`src/rtl/mtd_pkg.sv`:
```
// Types, register indexes and the symbol table of the Morse edge-timing decoder.
package mtd_pkg;

    // Configuration register indexes.
    localparam logic [2:0] CFG_DOT_MIN  = 3'd0;
    localparam logic [2:0] CFG_DOT_MAX  = 3'd1;
    localparam logic [2:0] CFG_LONG_MIN = 3'd2;
    localparam logic [2:0] CFG_LONG_MAX = 3'd3;
    localparam logic [2:0] CFG_WORD_MIN = 3'd4;
    localparam logic [2:0] CFG_WORD_MAX = 3'd5;

    // Reset values of the timing windows, in milliseconds.
    localparam logic [15:0] RST_DOT_MIN  = 16'd245;
    localparam logic [15:0] RST_DOT_MAX  = 16'd255;
    localparam logic [15:0] RST_LONG_MIN = 16'd745;
    localparam logic [15:0] RST_LONG_MAX = 16'd755;
    localparam logic [15:0] RST_WORD_MIN = 16'd995;
    localparam logic [15:0] RST_WORD_MAX = 16'd1005;

    // Character codes.
    localparam logic [6:0] CHAR_NONE  = 7'd0;
    localparam logic [6:0] CHAR_SPACE = 7'd32;

    // Result queue depth; one key event adds at most two results.
    localparam int RESULT_DEPTH = 4;

    // One key event request.
    typedef struct packed {
        logic        key_level;
        logic [31:0] time_ms;
    } t_in_item;

    // One result request.
    typedef struct packed {
        logic [6:0] character;
        logic       last;
    } t_out_item;

    // Look up a buffered symbol. Element i sits in bit i of code, a dash is 1.
    // Symbols longer than five elements never match.
    function automatic logic [6:0] lookup_symbol(input logic [2:0] cnt, input logic [4:0] code);
        logic [6:0] ch;
        ch = CHAR_NONE;
        case ({cnt, code})
            {3'd2, 5'b00010}: ch = 7'h41; // A
            {3'd4, 5'b00001}: ch = 7'h42; // B
            {3'd4, 5'b00101}: ch = 7'h43; // C
            {3'd3, 5'b00001}: ch = 7'h44; // D
            {3'd1, 5'b00000}: ch = 7'h45; // E
            {3'd4, 5'b00100}: ch = 7'h46; // F
            {3'd3, 5'b00011}: ch = 7'h47; // G
            {3'd4, 5'b00000}: ch = 7'h48; // H
            {3'd2, 5'b00000}: ch = 7'h49; // I
            {3'd4, 5'b01110}: ch = 7'h4A; // J
            {3'd3, 5'b00101}: ch = 7'h4B; // K
            {3'd4, 5'b00010}: ch = 7'h4C; // L
            {3'd2, 5'b00011}: ch = 7'h4D; // M
            {3'd2, 5'b00001}: ch = 7'h4E; // N
            {3'd3, 5'b00111}: ch = 7'h4F; // O
            {3'd4, 5'b00110}: ch = 7'h50; // P
            {3'd4, 5'b01011}: ch = 7'h51; // Q
            {3'd3, 5'b00010}: ch = 7'h52; // R
            {3'd3, 5'b00000}: ch = 7'h53; // S
            {3'd1, 5'b00001}: ch = 7'h54; // T
            {3'd3, 5'b00100}: ch = 7'h55; // U
            {3'd4, 5'b01000}: ch = 7'h56; // V
            {3'd3, 5'b00110}: ch = 7'h57; // W
            {3'd4, 5'b01001}: ch = 7'h58; // X
            {3'd4, 5'b01101}: ch = 7'h59; // Y
            {3'd4, 5'b00011}: ch = 7'h5A; // Z
            {3'd5, 5'b11110}: ch = 7'h31; // 1
            {3'd5, 5'b11100}: ch = 7'h32; // 2
            {3'd5, 5'b11000}: ch = 7'h33; // 3
            {3'd5, 5'b10000}: ch = 7'h34; // 4
            {3'd5, 5'b00000}: ch = 7'h35; // 5
            {3'd5, 5'b00001}: ch = 7'h36; // 6
            {3'd5, 5'b00011}: ch = 7'h37; // 7
            {3'd5, 5'b00111}: ch = 7'h38; // 8
            {3'd5, 5'b01111}: ch = 7'h39; // 9
            {3'd5, 5'b11111}: ch = 7'h30; // 0
            default:          ch = CHAR_NONE;
        endcase
        return ch;
    endfunction

endpackage

```
`src/rtl/morse_edge_timing_decoder.sv`:
```
// Morse edge-timing decoder: key events in, decoded ASCII characters out.
//
//   channel  direction  handshake            payload
//   in       input      i_in_valid/o_in_stall  mtd_pkg::t_in_item (key_level, time_ms)
//   out      output     o_out_valid/i_out_stall mtd_pkg::t_out_item (character, last)
//   cfg      input      i_cfg_valid/o_cfg_ready i_cfg_index, i_cfg_data
//
// A key event is classified and the symbol buffer updated in the cycle it is accepted;
// its zero, one or two results enter a four-entry result queue that feeds the output.
// One event is accepted per cycle while the queue holds two results or fewer; the queue
// drains one result per cycle while i_out_stall is low; two results leave one at a time.
// Reset (synchronous, active low) empties the queue, clears the key state and restores
// the default windows. Configuration writes are always ready.
module morse_edge_timing_decoder #(
    parameter int MAX_ELEMENTS = 6
) (
    input  logic              i_clk,
    input  logic              i_rst_n,
    input  logic              i_in_valid,
    output logic              o_in_stall,
    input  mtd_pkg::t_in_item i_in,
    output logic              o_out_valid,
    input  logic              i_out_stall,
    output mtd_pkg::t_out_item o_out,
    input  logic              i_cfg_valid,
    output logic              o_cfg_ready,
    input  logic [2:0]        i_cfg_index,
    input  logic [15:0]       i_cfg_data
);

    localparam int CNT_W = $clog2(MAX_ELEMENTS + 1);
    localparam int PTR_W = $clog2(mtd_pkg::RESULT_DEPTH);
    localparam int QCNT_W = $clog2(mtd_pkg::RESULT_DEPTH + 1);

    // Timing window registers.
    logic [15:0] r_dot_min, r_dot_max, r_long_min, r_long_max, r_word_min, r_word_max;

    // Key state and symbol buffer.
    logic                    r_prev_level, n_prev_level;
    logic [31:0]             r_prev_time, n_prev_time;
    logic [MAX_ELEMENTS-1:0] r_elem_bits, n_elem_bits;
    logic [CNT_W-1:0]        r_elem_count, n_elem_count;
    logic                    r_overflow, n_overflow;

    // Result queue.
    mtd_pkg::t_out_item r_queue [mtd_pkg::RESULT_DEPTH];
    logic [PTR_W-1:0]   r_wr_ptr, r_rd_ptr;
    logic [QCNT_W-1:0]  r_q_count, n_q_count;

    logic        in_accept, out_accept;
    logic [31:0] elapsed;
    logic        rise, fall, in_dot, in_long, in_word;
    logic        do_decode, emit_space, do_append, char_valid;
    logic [6:0]  dec_char;
    logic [1:0]  push_count;
    mtd_pkg::t_out_item item0, item1;

    assign o_cfg_ready = 1'b1;

    // Configuration writes; indexes beyond the list are ignored.
    always_ff @(posedge i_clk) begin
        if (!i_rst_n) begin
            r_dot_min  <= mtd_pkg::RST_DOT_MIN;
            r_dot_max  <= mtd_pkg::RST_DOT_MAX;
            r_long_min <= mtd_pkg::RST_LONG_MIN;
            r_long_max <= mtd_pkg::RST_LONG_MAX;
            r_word_min <= mtd_pkg::RST_WORD_MIN;
            r_word_max <= mtd_pkg::RST_WORD_MAX;
        end else if (i_cfg_valid && o_cfg_ready) begin
            case (i_cfg_index)
                mtd_pkg::CFG_DOT_MIN:  r_dot_min  <= i_cfg_data;
                mtd_pkg::CFG_DOT_MAX:  r_dot_max  <= i_cfg_data;
                mtd_pkg::CFG_LONG_MIN: r_long_min <= i_cfg_data;
                mtd_pkg::CFG_LONG_MAX: r_long_max <= i_cfg_data;
                mtd_pkg::CFG_WORD_MIN: r_word_min <= i_cfg_data;
                mtd_pkg::CFG_WORD_MAX: r_word_max <= i_cfg_data;
                default: ;
            endcase
        end
    end

    // Handshakes: accept only while the queue has room for two results.
    assign o_in_stall  = (r_q_count > QCNT_W'(mtd_pkg::RESULT_DEPTH - 2));
    assign in_accept   = i_in_valid && !o_in_stall;
    assign o_out_valid = (r_q_count != '0);
    assign out_accept  = o_out_valid && !i_out_stall;
    assign o_out       = r_queue[r_rd_ptr];

    // Edge classification and window tests; all windows are exclusive.
    always_comb begin
        elapsed = i_in.time_ms - r_prev_time;
        rise    = i_in.key_level && !r_prev_level;
        fall    = !i_in.key_level && r_prev_level;
        in_dot  = (elapsed > {16'd0, r_dot_min})  && (elapsed < {16'd0, r_dot_max});
        in_long = (elapsed > {16'd0, r_long_min}) && (elapsed < {16'd0, r_long_max});
        in_word = (elapsed > {16'd0, r_word_min}) && (elapsed < {16'd0, r_word_max});

        emit_space = rise && !in_long && in_word;
        do_decode  = (rise && (in_long || in_word)) || (fall && !in_dot && !in_long);
        do_append  = fall && (in_dot || in_long);

        // An overflowed or empty buffer decodes to nothing.
        if (r_overflow || (r_elem_count == '0)) begin
            dec_char = mtd_pkg::CHAR_NONE;
        end else begin
            dec_char = mtd_pkg::lookup_symbol(3'(r_elem_count), r_elem_bits[4:0]);
        end
        char_valid = do_decode && (dec_char != mtd_pkg::CHAR_NONE);

        // Results: the character first, then the word space.
        push_count      = {1'b0, char_valid} + {1'b0, emit_space};
        item0.character = char_valid ? dec_char : mtd_pkg::CHAR_SPACE;
        item0.last      = !(char_valid && emit_space);
        item1.character = mtd_pkg::CHAR_SPACE;
        item1.last      = 1'b1;
    end

    // Next key state and symbol buffer.
    always_comb begin
        n_prev_level = r_prev_level;
        n_prev_time  = r_prev_time;
        n_elem_bits  = r_elem_bits;
        n_elem_count = r_elem_count;
        n_overflow   = r_overflow;
        if (in_accept) begin
            n_prev_level = i_in.key_level;
            n_prev_time  = i_in.time_ms;
            if (do_decode) begin
                n_elem_bits  = '0;
                n_elem_count = '0;
                n_overflow   = 1'b0;
            end else if (do_append) begin
                if (r_elem_count >= CNT_W'(MAX_ELEMENTS)) begin
                    n_overflow = 1'b1;
                end else begin
                    n_elem_bits  = r_elem_bits | (MAX_ELEMENTS'(!in_dot) << r_elem_count);
                    n_elem_count = r_elem_count + CNT_W'(1);
                end
            end
        end
    end

    always_ff @(posedge i_clk) begin
        if (!i_rst_n) begin
            r_prev_level <= 1'b0;
            r_prev_time  <= '0;
            r_elem_bits  <= '0;
            r_elem_count <= '0;
            r_overflow   <= 1'b0;
        end else begin
            r_prev_level <= n_prev_level;
            r_prev_time  <= n_prev_time;
            r_elem_bits  <= n_elem_bits;
            r_elem_count <= n_elem_count;
            r_overflow   <= n_overflow;
        end
    end

    // Result queue occupancy.
    always_comb begin
        n_q_count = r_q_count;
        if (in_accept) begin
            n_q_count = n_q_count + QCNT_W'(push_count);
        end
        if (out_accept) begin
            n_q_count = n_q_count - QCNT_W'(1);
        end
    end

    // Result queue pointers.
    always_ff @(posedge i_clk) begin
        if (!i_rst_n) begin
            r_wr_ptr  <= '0;
            r_rd_ptr  <= '0;
            r_q_count <= '0;
        end else begin
            r_q_count <= n_q_count;
            if (in_accept) begin
                r_wr_ptr <= r_wr_ptr + PTR_W'(push_count);
            end
            if (out_accept) begin
                r_rd_ptr <= r_rd_ptr + PTR_W'(1);
            end
        end
    end

    // Result queue storage.
    always_ff @(posedge i_clk) begin
        if (in_accept && (push_count != 2'd0)) begin
            r_queue[r_wr_ptr] <= item0;
        end
        if (in_accept && (push_count == 2'd2)) begin
            r_queue[r_wr_ptr + PTR_W'(1)] <= item1;
        end
    end

endmodule

```
`config.mk`:
```
export PLATFORM = sky130hd
export DESIGN_NAME = morse_edge_timing_decoder
export DESIGN_NICKNAME = d
export VERILOG_FILES = /design/src/rtl/mtd_pkg.sv /design/src/rtl/morse_edge_timing_decoder.sv
export SDC_FILE = /design/constraint.sdc
export NUM_CORES = 1
export LEC_CHECK = 0
export ABC_CLOCK_PERIOD_IN_PS = 9300
export BUFFER_PORTS_ARGS = -buffer_cell sky130_fd_sc_hd__buf_4
export CAP_MARGIN = 20
export CORE_MARGIN = 3
export CORE_UTILIZATION = 40
export DETAILED_ROUTE_END_ITERATION = 8
export PLACE_DENSITY = 0.63
export REMOVE_ABC_BUFFERS = 1
export SLEW_MARGIN = 20
export SYNTH_ARGS = -nofsm -noshare
export SYNTH_HDL_FRONTEND = slang
export SYNTH_SLANG_ARGS = --single-unit
```
`constraint.sdc`:
```
create_clock -name i_clk -period 9.3 [get_ports i_clk]
set_input_delay 1.86 -clock i_clk [delete_from_list [all_inputs] [get_ports i_clk]]
set_output_delay 1.86 -clock i_clk [all_outputs]
set_load 0.01 [all_outputs]
```
# After elaboration in Yosys (flattened, before gate mapping)
# Memories as Yosys holds them, arrays and structs flattened. A register that Yosys moved wholly into a read port is not among the register bits.
# Index checks and enable logic that the tools add are counted.
dict set report word_totals {
  reg_bits 146
  latch_bits 0
  ramBits 32
  rom_bits 0
  elab_cells 139
  mem_count 1
}
# name depth width rd rd_clocked_by_memory_dff wr line
set memory_table {}
lappend memory_table {r_queue 4 8 1 1 2 morse_edge_timing_decoder.sv:46} ;# mtd_pkg::t_out_item r_queue [mtd_pkg::RESULT_DEPTH];
dict set report classes {
  addsub 8
  n_mul 0
  div_mod_pow 0
  magnitude_cmp 8
  n_eq_ne 43
  shifts 1
  muxes 20
  bitwise 1
  reduce_logical 43
}
# cell n
set ops {}
lappend ops {{$pmux W7 S36} 1}
lappend ops {{$eq A8 B8 Y1 const B} 22}
lappend ops {{$eq A8 B7 Y1 const B} 12}
lappend ops {{$gt A32 B16 Y1} 3}
lappend ops {{$lt A32 B16 Y1} 3}
lappend ops {{$sub A32 B32 Y32} 1}
lappend ops {{$mux W6} 3}
lappend ops {{$logic_and A1 B1 Y1} 17}
lappend ops {{$eq A8 B6 Y1 const B} 2}
lappend ops {{$mux W3} 5}
lappend ops {{$mux W7} 2}
lappend ops {{$reduce_and A2 Y1} 6}
lappend ops {{$logic_not A1 Y1} 7}
lappend ops {{$mux W1} 7}
lappend ops {{$reduce_bool A7 Y1} 1}
lappend ops {{$eq A3 B2 Y1 const B} 2}
lappend ops {{$eq A3 B3 Y1 const B} 2}
lappend ops {{$logic_not A3 Y1} 2}
lappend ops {{$or A6 B6 Y6} 1}
lappend ops {{$reduce_and A3 Y1} 2}
lappend ops {{$reduce_bool A2 Y1} 3}
lappend ops {{$shl A1 B3 Y6} 1}
lappend ops {{$add A2 B1 Y2 const B} 2}
lappend ops {{$logic_or A1 B1 Y1} 4}
lappend ops {{12 further kinds} 13}

# Depth between registers and ports, before layout
dict set report depth {
  word_depth 13
  mapped_depth 29
}

# Least setup slack after synthesis
# Ideal clock, no wire load.
dict set report synth_timing {
  path_kind {input to register}
  start {in i_in[0] in the netlist's numbering}
  end {reg r_q_count[2]}
  setup_time_ns 0.115
  t_arrival_ns 7.258
  path_slack_ns 1.927
  stages 28
  n_path_buf 0
  cell_sequence {inv_1 ha_1 fa_1 nand2b_1 a21oi_1 nor2_1 o31ai_1 a21oi_1 xnor2_1 ha_1 and4_1 nand3_1 nor3_1 a211oi_1 o21ai_0 or2_2 a2111o_1 a32o_2 ha_1 ha_1 inv_1 fa_1 nor2_1 nor2_1 ha_1 nand2_1 xor2_1 and2_1}
}
dict set report synth_via {
  elab_chain_len 13
  elab_cells_between_ends 25
  classes_between {4 x add/sub; 6 x order compare; 2 x mux; 13 x reduce/logical}
}
# item line
set synth_rtl {}
lappend synth_rtl {{start, declared} morse_edge_timing_decoder.sv:21} ;# input mtd_pkg::t_in_item i_in,
lappend synth_rtl {{$sub A32 B32 Y32 *} morse_edge_timing_decoder.sv:91} ;# elapsed = i_in.time_ms - r_prev_time;
lappend synth_rtl {{$gt A32 B16 Y1 or $lt A32 B16 Y1 (tied branches)} morse_edge_timing_decoder.sv:94} ;# in_dot = (elapsed > {16'd0, r_dot_min}) && (elapsed < {16'd0, r_dot_max});
lappend synth_rtl {{$logic_and A1 B1 Y1} morse_edge_timing_decoder.sv:94}
lappend synth_rtl {{$logic_not A1 Y1} morse_edge_timing_decoder.sv:99} ;# do_decode = (rise && (in_long || in_word)) || (fall && !in_dot && !in_long);
lappend synth_rtl {{$logic_and A1 B1 Y1 (2 in a row)} morse_edge_timing_decoder.sv:99}
lappend synth_rtl {{$logic_or A1 B1 Y1} morse_edge_timing_decoder.sv:99}
lappend synth_rtl {{$logic_and A1 B1 Y1} morse_edge_timing_decoder.sv:108} ;# char_valid = do_decode && (dec_char != mtd_pkg::CHAR_NONE);
lappend synth_rtl {{$add A1 B1 Y2 *} morse_edge_timing_decoder.sv:111} ;# push_count = {1'b0, char_valid} + {1'b0, emit_space};
lappend synth_rtl {{$add A3 B2 Y3 *} morse_edge_timing_decoder.sv:163} ;# n_q_count = n_q_count + QCNT_W'(push_count);
lappend synth_rtl {{$mux W3 *} morse_edge_timing_decoder.sv:162} ;# if (in_accept) begin
lappend synth_rtl {{$sub A3 B1 Y3} morse_edge_timing_decoder.sv:166} ;# n_q_count = n_q_count - QCNT_W'(1);
lappend synth_rtl {{$mux W3 *} morse_edge_timing_decoder.sv:165} ;# if (out_accept) begin
lappend synth_rtl {{end signal, assigned} morse_edge_timing_decoder.sv:177} ;# r_q_count <= n_q_count;
lappend synth_rtl {{end, declared} morse_edge_timing_decoder.sv:48} ;# logic [QCNT_W-1:0] r_q_count, n_q_count;
# Mark *: on every way between the ends. The rest lies on a longest branch, timed or not.
# A chain may end at the register's enable or synchronous reset.

# Final worst setup path
# Ends and elaborated chain as after synthesis.

==> results.py <==
metrics = {
    "worst_hold_path": {
        "worstHoldEndpoint": "r_queue[2][0]",
        "hp-class": "flop to flop",
        "holdPathStages": 2,
        "hp-start": "r_queue[2][0]",
    },
    "critical_path": {
        "path_delay_family": "adder cells",
        "worst-path-buf-inv": 3,
        "cp-end-kind": "flop",
        "worstRegToRegCells": 27,
        "cp.required_ps": 9630,
        "r2r_start": "r_prev_time[0]",
        "regToRegEndpoint": "r_q_count[2]",
        "slowest_delay_ps": 580,
        "cp_max_fo": 6,
        "critPathLaunchType": "primary input",
        "worst-path-stages": 29,
        "critPathKind": "primary input to flop",
        "timing.critical_path.mode_cell": "ha_1",
        "worstPathArrival_ps": 8200,
        "r2r_slack_ps": 2660,
        "critPathSlowestCell": "xnor2_1",
    },
    "clock_network": {
        "clk_path_buf_depth": 2,
        "ctsResizeCount": 0,
        "cts_tree": "yes",
        "cts_sinks": 179,
        "clk_pin_slew_ps": 70,
        "cts_max_level": 4,
        "cts_hold_buf": 0,
        "clock_latency_ps": 440,
        "cts-buffers-inserted": 17,
        "postCtsSetupRepairBufs": 0,
        "root_buffer": "clkbuf_16",
    },
    "place": {
        "numPortBuffers": 66,
        "post-place-cells": 1974,
        "dp.final_hpwl_um": 24300,
        "postPlaceCellArea_um2": 13000,
        "globalplace.congestion": 0.897,
        "pre_cts_ws_ps": 1020,
    },
    "layout": {
        "post-route-util_pct": 45.6,
        "n_fill_cell": 3027,
        "drive_above_1_share_pct": 8.91,
        "fin_cells": 2006,
        "finish.instance_area_um2": 13700,
        "syn_to_final_growth_pct": 11.0,
        "final_nets": 1794,
        "antenna_cells": 0,
    },
    "grt": {
        "antenna_found_initial": 0,
        "grt_pass1_wl_um": 54400,
        "gr-total-overflow": 0,
        "first_global_vias": 10500,
        "grt_usage_pct": 19.8,
        "grt_max_degree": 101,
    },
    "sta": {
        "fmaxAchievable_mhz": 127,
        "fin_setup_tns_ps": 0,
        "layout_setup_ws_ps": 1430,
        "hold_viol_final": 0,
        "slew_violations": 0,
        "slew_headroom_pct": 26.5,
        "worst_slew_pin_slew_ps": 1090,
        "fin_crit_sh_pct": 84.6,
        "rsz0062_at_grt": "false",
        "setup_viol": 0,
        "fin_crit_ps": 7870,
        "finClkSkew_ps": 13.4,
    },
    "logic_synthesis": {
        "yosys.area.top_type": "dfxtp_1",
        "synth_area_um2": 12300,
        "synth_seq_area_share_pct": 29.1,
        "synth_xor_area_share_pct": 1.92,
        "synthSimpleGateAreaFrac_pct": 21.3,
        "synth_seq_cells": 179,
        "syn_inst": 1588,
        "yosysWarnings": 0,
        "synthMuxAreaShare_pct": 1.71,
        "ys_types": 86,
        "synthArstFlopShare_pct": 0,
        "synth_top_family_by_area": "compound AO/OA/AOI/OAI gates",
        "synthAdderAreaFrac_pct": 13.8,
        "synth_flop_cell": "dfxtp_1",
        "synth_edf_count": 0,
        "yosysTopAreaCellShare_pct": 29.1,
        "syn_avg_cell_area_um2": 7.75,
        "synth_compound_area_share_pct": 24.8,
        "synthTopCellsByArea": "dfxtp_1 29%, ha_1 13%, nand2_1 9.7%, a21boi_0 5.6%, inv_1 4.5%",
    },
    "floorplan": {
        "chipWidth_um": 181,
        "io_pins": 68,
        "initial_core_util_pct": 41.1,
        "rows": 63,
        "core_area_um2": 30000,
        "die_height_um": 181,
        "die-area_um2": 32900,
    },
    "detailed_routing": {
        "wl_per_cell_um": 16.5,
        "totalWireLength_um": 33000,
        "route.detailed.drc": 0,
        "via_per_inst": 5.53,
        "drtPass1Iterations": 7,
        "drt_iter0_markers": 853,
        "vias": 11100,
        "detail-route-antenna-nets": 0,
    },
    "pwr": {
        "p_per_area_nw_per_um2": 184,
        "worst_ir_drop_vdd_v": 0.000140,
        "p_leak_nw": 5.49,
    },
    "flow_run": {
        "max_cap_viol_count": 0,
    },
    "outcome": {
        "status": "finished clean",
    },
}
-- cell families (layout without fill, tap and decap cells) --
kind of cell               Yosys count  in the layout
xor gates and xnor gates            27             27
AOI/OAI and AO/OA                  434            434
buffers and inverters              231            259
DFF                                179            179
adders and majority gates          134            134
muxes                               11             11
other                                1              1
and+or+nand+nor                    571            571
-- worst register-to-register path: cells and delay by family (launching register included) --
| family | cells | cell delay [ps] |
|---|---|---|
| adders and majority gates | 7 | 2070 |
| AOI/OAI and AO/OA | 7 | 1950 |
| and+or+nand+nor | 10 | 1410 |
| DFF | 1 | 320 |
| buffers and inverters | 1 | 40 |
| xor gates and xnor gates | 2 | 750 |
-- metrics by stage --
step | hold slack (ps) | total power [mW]
final | 447 | 2.52
after global routing | 472 | 2.69
after CTS | 454 | 2.53
after detailed placement | 439 | 1.76
after global placement | 434 | 1.74
after floorplan | 420 | 1.48
-- power breakdown --
group,internal (mW),total [mW],switching (mW)
Sequential,0.808,0.838,0.0306
Clock,0.410,0.767,0.357
Combinational,0.374,0.912,0.539
-- cells in the final DEF, fill, tap and decap left out, types with 24 or more instances in the layout --
cell and count:
buf_4 77, a21o_1 24, nor3_1 26, a21oi_1 71, o211ai_1 46, inv_1 148, nand3_1 31, nor2_1 69
ha_1 132, nand2_1 317, o21ai_0 59, dfxtp_1 179, a21boi_0 92
-- metal layers --
metal  share of wire [%]  track usage [%]  vias to the layer above  routed length, um
met5                   0                0                        -                  0
met4                 1.7             5.36                        0                555
met3                 3.9             2.18                       32               1270
met2                  46             32.5                      274              15200
met1                  48             27.9                     5179              15900
li1                    -                -                     5600                  -
-- layout make-up --
class	instances	area, um2	area share [%]
sequential	179	3580	26.2
timing repair buffer	77	578	4.23
clock buffer	17	425	3.11
clock inverter	15	189	1.38
tap	390	488	3.57
multi-input combinational	1178	7830	57.3
inverter	150	563	4.12
-- state kept, by name, indices dropped and copies added, names as in the netlist, named ones only --
register	cells
r_long_max	16
r_word_min	16
r_word_max	16
r_prev_time	32
r_overflow	1
r_prev_level	1
r_elem_bits	5
r_dot_max	16
r_long_min	16
r_rd_ptr	2
r_queue	32
r_wr_ptr	2
r_q_count	3
r_dot_min	16
r_elem_count	3
-- cells in the mapped netlist (19+ instances only) --
cell type / number
a21boi_0: 92
a21oi_1: 71
nor2_1: 69
nand4_1: 23
nand2_1: 317
nor2b_1: 24
o21a_1: 19
o211ai_1: 46
clkbuf_1: 62
nor3_1: 27
dfxtp_1: 179
o21ai_0: 59
inv_1: 148
nand3_1: 31
a21o_1: 24
ha_1: 132
-- worst max-delay path by stage --
stage / start / endpoint / slack, ps
5_1_grt: i_in[0] / r_q_count[2] / 1010
4_1_cts: i_in[0] / r_q_count[2] / 1470
2_1_floorplan: i_in[0] / r_q_count[2] / 1880
3_3_place_gp: i_in[0] / r_q_count[2] / 1130
6_report: i_in[0] / r_q_count[2] / 1430
3_5_place_dp: i_in[0] / r_q_count[2] / 1020
No activity file was read; power rests on OpenSTA's default activity.
